`config.mk`:
```
export PLATFORM = sky130hd
export DESIGN_NAME = mvn_norm
export DESIGN_NICKNAME = d
export VERILOG_FILES = /design/src/design/mvn_pkg.sv /design/src/design/mvn_norm.sv
export SDC_FILE = /design/constraint.sdc
export NUM_CORES = 2
export LEC_CHECK = 0
export BUFFER_PORTS_ARGS = -buffer_cell sky130_fd_sc_hd__buf_2
export CAP_MARGIN = 20
export CORE_MARGIN = 2
export CORE_UTILIZATION = 34
export DETAILED_ROUTE_END_ITERATION = 12
export HOLD_SLACK_MARGIN = 0.1
export PLACE_DENSITY = 0.48
export REMOVE_ABC_BUFFERS = 1
export SYNTH_ARGS = -nofsm -noshare
export SYNTH_HDL_FRONTEND = slang
export SYNTH_SLANG_ARGS = --single-unit
```
`constraint.sdc`:
```
create_clock -name clk -period 62.7 [get_ports clk]
set_input_delay 3.135 -clock clk [delete_from_list [all_inputs] [get_ports clk]]
set_output_delay 3.135 -clock clk [all_outputs]
set_load 0.1 [all_outputs]
```
`src/design/mvn_pkg.sv`:
```
package mvn_pkg;

	localparam int KIND_W      = 2;
	localparam int FIELD_IDX_W = 12;
	localparam int FIELD_CRD_W = 20;
	localparam int Q_W         = 16;
	localparam int ACC_W       = 48;
	localparam int NORM_BITS   = 30;

	localparam logic [KIND_W-1:0] KIND_VERTEX   = 2'd0;
	localparam logic [KIND_W-1:0] KIND_TRIANGLE = 2'd1;
	localparam logic [KIND_W-1:0] KIND_READ     = 2'd2;

	typedef logic signed [ACC_W-1:0] acc_t;

	typedef struct packed {
		logic signed [Q_W-1:0] nx;
		logic signed [Q_W-1:0] ny;
		logic signed [Q_W-1:0] nz;
		logic                  degenerate;
	} norm_res_t;

endpackage

```
`src/design/mvn_norm.sv`:
```
module mvn_norm (
	input  logic               clk,
	input  logic               arst_n,
	input  logic               start,
	input  mvn_pkg::acc_t      acc_x,
	input  mvn_pkg::acc_t      acc_y,
	input  mvn_pkg::acc_t      acc_z,
	output logic               done,
	output mvn_pkg::norm_res_t res
);
	import mvn_pkg::*;

	localparam int SQ_W = 2 * NORM_BITS;
	localparam int RT_W = SQ_W + 3;
	localparam int L_W  = NORM_BITS + 1;
	localparam int QB   = Q_W + 1;
	localparam int DV_W = L_W + QB;

	localparam logic [2:0] N_IDLE = 3'd0;
	localparam logic [2:0] N_NORM = 3'd1;
	localparam logic [2:0] N_SQ   = 3'd2;
	localparam logic [2:0] N_SQRT = 3'd3;
	localparam logic [2:0] N_DLD  = 3'd4;
	localparam logic [2:0] N_DIV  = 3'd5;
	localparam logic [2:0] N_FIN  = 3'd6;
	localparam logic [2:0] N_DONE = 3'd7;

	logic [2:0]            state_q;
	logic [1:0]            k_q;
	logic [4:0]            i_q;
	logic [ACC_W-1:0]      mx_q, my_q, mz_q;
	logic                  negx_q, negy_q, negz_q;
	logic [SQ_W-1:0]       sq_q;
	logic [RT_W-1:0]       sum_q;
	logic [RT_W-1:0]       rem_q;
	logic [RT_W-1:0]       root_q;
	logic [RT_W-1:0]       bit_q;
	logic [DV_W-1:0]       r_q;
	logic [QB-1:0]         q_q;
	logic signed [Q_W-1:0] rx_q, ry_q, rz_q;
	logic                  deg_q;

	logic [ACC_W-1:0]      or_v;
	logic [ACC_W-1:0]      msel;
	logic                  nsel;
	logic [L_W-1:0]        len;
	logic [RT_W-1:0]       trial;
	logic [DV_W-1:0]       dsub;
	logic [QB-1:0]         qsat;
	logic signed [Q_W-1:0] qout;

	function automatic logic [ACC_W-1:0] mag_of(input acc_t v);
		return v[ACC_W-1] ? (~v + 1'b1) : v;
	endfunction

	always_comb begin
		or_v  = mx_q | my_q | mz_q;
		len   = root_q[L_W-1:0];
		trial = root_q + bit_q;
		dsub  = DV_W'(len) << i_q;
		unique case (k_q)
			2'd0: begin msel = mx_q; nsel = negx_q; end
			2'd1: begin msel = my_q; nsel = negy_q; end
			default: begin msel = mz_q; nsel = negz_q; end
		endcase
		// negative side may reach full scale, positive side stops one short
		if (nsel) begin
			qsat = (q_q > QB'(32768)) ? QB'(32768) : q_q;
			qout = $signed(Q_W'(QB'(0) - qsat));
		end else begin
			qsat = (q_q > QB'(32767)) ? QB'(32767) : q_q;
			qout = $signed(qsat[Q_W-1:0]);
		end
	end

	always_ff @(posedge clk or negedge arst_n) begin
		if (!arst_n) begin
			state_q <= N_IDLE;
			k_q     <= '0;
			i_q     <= '0;
		end else begin
			unique case (state_q)
				N_IDLE, N_DONE: begin
					if (start) begin
						state_q <= ((acc_x | acc_y | acc_z) == '0) ? N_DONE : N_NORM;
					end
				end
				N_NORM: begin
					if (!(|or_v[ACC_W-1:NORM_BITS]) && or_v[NORM_BITS-1]) begin
						state_q <= N_SQ;
						k_q     <= '0;
					end
				end
				N_SQ: begin
					if (k_q == 2'd3) begin
						state_q <= N_SQRT;
					end
					k_q <= k_q + 2'd1;
				end
				N_SQRT: begin
					if (bit_q == '0) begin
						state_q <= N_DLD;
						k_q     <= '0;
					end
				end
				N_DLD: begin
					state_q <= N_DIV;
					i_q     <= 5'(QB - 1);
				end
				N_DIV: begin
					if (i_q == '0) begin
						state_q <= N_FIN;
					end else begin
						i_q <= i_q - 5'd1;
					end
				end
				N_FIN: begin
					if (k_q == 2'd2) begin
						state_q <= N_DONE;
					end else begin
						state_q <= N_DLD;
					end
					k_q <= k_q + 2'd1;
				end
				default: state_q <= N_IDLE;
			endcase
		end
	end

	always_ff @(posedge clk) begin
		unique case (state_q)
			N_IDLE, N_DONE: begin
				if (start) begin
					mx_q   <= mag_of(acc_x);
					my_q   <= mag_of(acc_y);
					mz_q   <= mag_of(acc_z);
					negx_q <= acc_x[ACC_W-1];
					negy_q <= acc_y[ACC_W-1];
					negz_q <= acc_z[ACC_W-1];
					rx_q   <= '0;
					ry_q   <= '0;
					rz_q   <= '0;
					deg_q  <= ((acc_x | acc_y | acc_z) == '0);
				end
			end
			N_NORM: begin
				// bring the largest magnitude to exactly NORM_BITS bits
				if (|or_v[ACC_W-1:NORM_BITS]) begin
					mx_q <= mx_q >> 1;
					my_q <= my_q >> 1;
					mz_q <= mz_q >> 1;
				end else if (!or_v[NORM_BITS-1]) begin
					mx_q <= mx_q << 1;
					my_q <= my_q << 1;
					mz_q <= mz_q << 1;
				end
			end
			N_SQ: begin
				if (k_q != 2'd3) begin
					sq_q <= msel[NORM_BITS-1:0] * msel[NORM_BITS-1:0];
				end
				unique case (k_q)
					2'd0: sum_q <= '0;
					2'd3: begin
						rem_q  <= sum_q + RT_W'(sq_q);
						root_q <= '0;
						bit_q  <= RT_W'(1) << (RT_W - 3);
					end
					default: sum_q <= sum_q + RT_W'(sq_q);
				endcase
			end
			N_SQRT: begin
				if (bit_q != '0) begin
					if (rem_q >= trial) begin
						rem_q  <= rem_q - trial;
						root_q <= (root_q >> 1) + bit_q;
					end else begin
						root_q <= root_q >> 1;
					end
					bit_q <= bit_q >> 2;
				end
			end
			N_DLD: begin
				r_q <= DV_W'({msel[NORM_BITS-1:0], 15'd0}) + DV_W'(len >> 1);
				q_q <= '0;
			end
			N_DIV: begin
				if (r_q >= dsub) begin
					r_q      <= r_q - dsub;
					q_q[i_q] <= 1'b1;
				end
			end
			N_FIN: begin
				unique case (k_q)
					2'd0: rx_q <= qout;
					2'd1: ry_q <= qout;
					default: rz_q <= qout;
				endcase
			end
			default: ;
		endcase
	end

	assign done = (state_q == N_DONE);
	assign res  = '{nx: rx_q, ny: ry_q, nz: rz_q, degenerate: deg_q};

endmodule

```
==> results.toml <==
[placed_design]
dp_cells = 10272
gp_congestion = 0.916
io_buffers = 196
place_ws_ps = 51320
hpwl_microns = 184000

[detailed_routing]
ant_nets = 0
vias = 56344
drt-total-wl_microns = 236000
wl_per_cell_microns = 22.7
drtIter0Drc = 4636
drc_errors = 0
first_pass_iters = 8
avgViaCountPerCell = 5.42

[final_layout]
multi_input_area_sq_mm = 0.0470
synthToLayoutAreaGrowth_pct = 9.02
final_nets = 9054
fill_cells = 20493
layout.cells.non_filler = 10405
regArea_sq_mm = 0.0165
mostFrequentLayoutCells = "inv_1, nand2_1, fa_1"
layout_commonest_cell = "inv_1"
drive_gt1_share_pct = 6.96

[clocking]
ctsResizeCount = 0
clk_path_buf_depth = 3
clkTransAtPathRegs_ps = 60
postCtsSetupRepairBufs = 0
clock-sinks = 550
htree_levels = 3
root_buffer = "clkbuf_16"
hold_buffers = 0
cts_tree = "built"
clk_latency_ps = 720
numCtsBuffers = 72

[timing]
tns_ps = 0
finalSetupViolCount = 0
rsz0062_at_grt = "false"
holdWs_ps = 542
period_minus_slack_ps = 11490
max_clock_freq_mhz = 87.0
hold_violations = 0
slew-limit-headroom_pct = 23.0
fin_ws_ps = 51210
fin_skew_ps = 43.3
worst_pin_slew_ps = 1150
drv_slew = 0
finalCritPeriodShare_pct = 18.3

[floorplan]
die_y_microns = 453
pin_count = 197
start_util_pct = 34.3
row_count = 164
die_width_microns = 453
core_area_sq_mm = 0.200
die-area_sq_mm = 0.205

[setup_path]
path_max_fanout = 36
crit_type = "register to register"
start_kind = "register"
path_common_cell = "fa_1"
end_kind = "register"
r2r_slack_ps = 51210
reg2regPathDepth = 31
slowest_delay_ps = 840
cp_num_buf_inv = 8
crit_family = "adder cells"
crit_arrival_ps = 11940
cp_data_required_time_ps = 63140
critical_path.slowest_cell = "nor2_4"
reg2reg_from = "k_q[1]$_DFFE_PN0P_"
reg2reg_to = "sq_q[56]$_DFFE_PP_"

[global_route]
grt_antenna_before_repair = 5
grt_max_degree = 221
grt_pass1_wl_microns = 356000
overflow = 0
gr-usage-all-layers_pct = 22.7
grt_pass1_vias = 57231

[logic_synthesis]
yosysUniqueCellTypes = 90
syn_inst = 7710
ys_warn_count = 0
syn-cell-area_sq_mm = 0.0685
synth_area_per_cell_sq_um = 8.89
synthFlopType = "edfxtp_1"
seq_area_frac_synth_pct = 24.0
async_reset_ff_share_pct = 1.82
yosys_register_bits = 550
synth_edf_count = 540

[flow_run]
drv_cap = 0

[min_path]
holdCritPathClass = "register to register"
holdPathEnd = "k_q[0]$_DFFE_PN0P_"
worstHoldPathCells = 1
holdCritStartpoint = "k_q[0]$_DFFE_PN0P_"

[power]
vdd_ir_drop_max_mv = 0.0179
power.leakage_uw = 0.0323
power_density_mw_per_mm2 = 11.6

[run_status]
status = "finished clean"
-- synthesized netlist by cell type, drive strengths merged, types with 54 or more instances --
master     n  area (sq um)
buf       54           219
nand2    888          3330
inv     1001          3760
nor4      56           372
nand3    113           571
xnor2    269          2360
fa       699         14000
nor2     660          2480
and3      82           513
nor2b     62           388
nor3      91           460
a21oi    466          2330
a31oi    175          1090
a211oi    65           493
clkbuf   329          1230
o21ai    380          1900
edfxtp   540         16200
nand4     93           582
ha       516          6460
nand2b    56           358
o21bai    61           458
xor2     203          1780
a21o     197          1480
o31ai     74           556
mux2i     54           541
-- routing by layer --
metal | track usage, % | wire [microns] | up-vias
met5 | 0 | 0 | -
met2 | 36.9 | 108000 | 1677
met3 | 2.85 | 13200 | 287
met4 | 6.68 | 7040 | 0
met1 | 31.5 | 107000 | 28052
li1 | - | - | 26328
-- where the power goes --
part | switching (uW) | leakage [uW] | internal [uW]
Combinational | 19.2 | 0.0262 | 13.3
Sequential | 0 | 0.00492 | 400
Clock | 187 | 0.00113 | 246
-- worst max path at each step --
stage	start	end	slack (ps)	depth (start not counted)
after floorplan	state_q[1]$_DFFE_PN0P_	rem_q[0]$_DFFE_PP_	39820	4
after global placement	k_q[1]$_DFFE_PN0P_	sq_q[56]$_DFFE_PP_	51500	31
after detailed placement	k_q[1]$_DFFE_PN0P_	sq_q[56]$_DFFE_PP_	51320	31
after CTS	k_q[1]$_DFFE_PN0P_	sq_q[56]$_DFFE_PP_	51280	30
after global routing	k_q[1]$_DFFE_PN0P_	sq_q[56]$_DFFE_PP_	50680	31
final	k_q[1]$_DFFE_PN0P_	sq_q[56]$_DFFE_PP_	51210	31
-- flip-flops by register name, indices dropped and copies added, names as in the netlist, 17 cells and up --
signal  count
bit_q      31
mx_q       48
my_q       48
mz_q       48
q_q        17
r_q        48
rem_q      63
root_q     63
sq_q       59
sum_q      63
-- layout make-up --
cell class | instances | area share (%)
Multi-Input combinational cell | 5769 | 62.9
Sequential cell | 550 | 22.0
Inverter | 1008 | 5.07
Tap cell | 2656 | 4.45
Clock buffer | 91 | 2.59
Timing Repair Buffer | 291 | 2.36
Clock inverter | 38 | 0.593
Antenna cell | 2 | 0.00670
-- metrics by stage --
| stage | util [%] | instance area (sq um) | total power, uW |
|---|---|---|---|
| finish | 37.3 | 74700 | 866 |
| global placement | 36.1 | 72200 | 440 |
| floorplan | - | 67100 | 425 |
| CTS | 37.3 | 74700 | 878 |
| global route | 37.3 | 74700 | 892 |
| detailed placement | 36.1 | 72300 | 441 |
-- cell families after synthesis --
logic type,share of synthesized area (%)
muxes,1.50
and+or+nand+nor,15.1
adders and majority gates,29.8
DFF,24.0
AOI/OAI and AO/OA,15.8
xor gates and xnor gates,6.03
buffers and inverters,7.64
(Power assumes the default switching activity.)
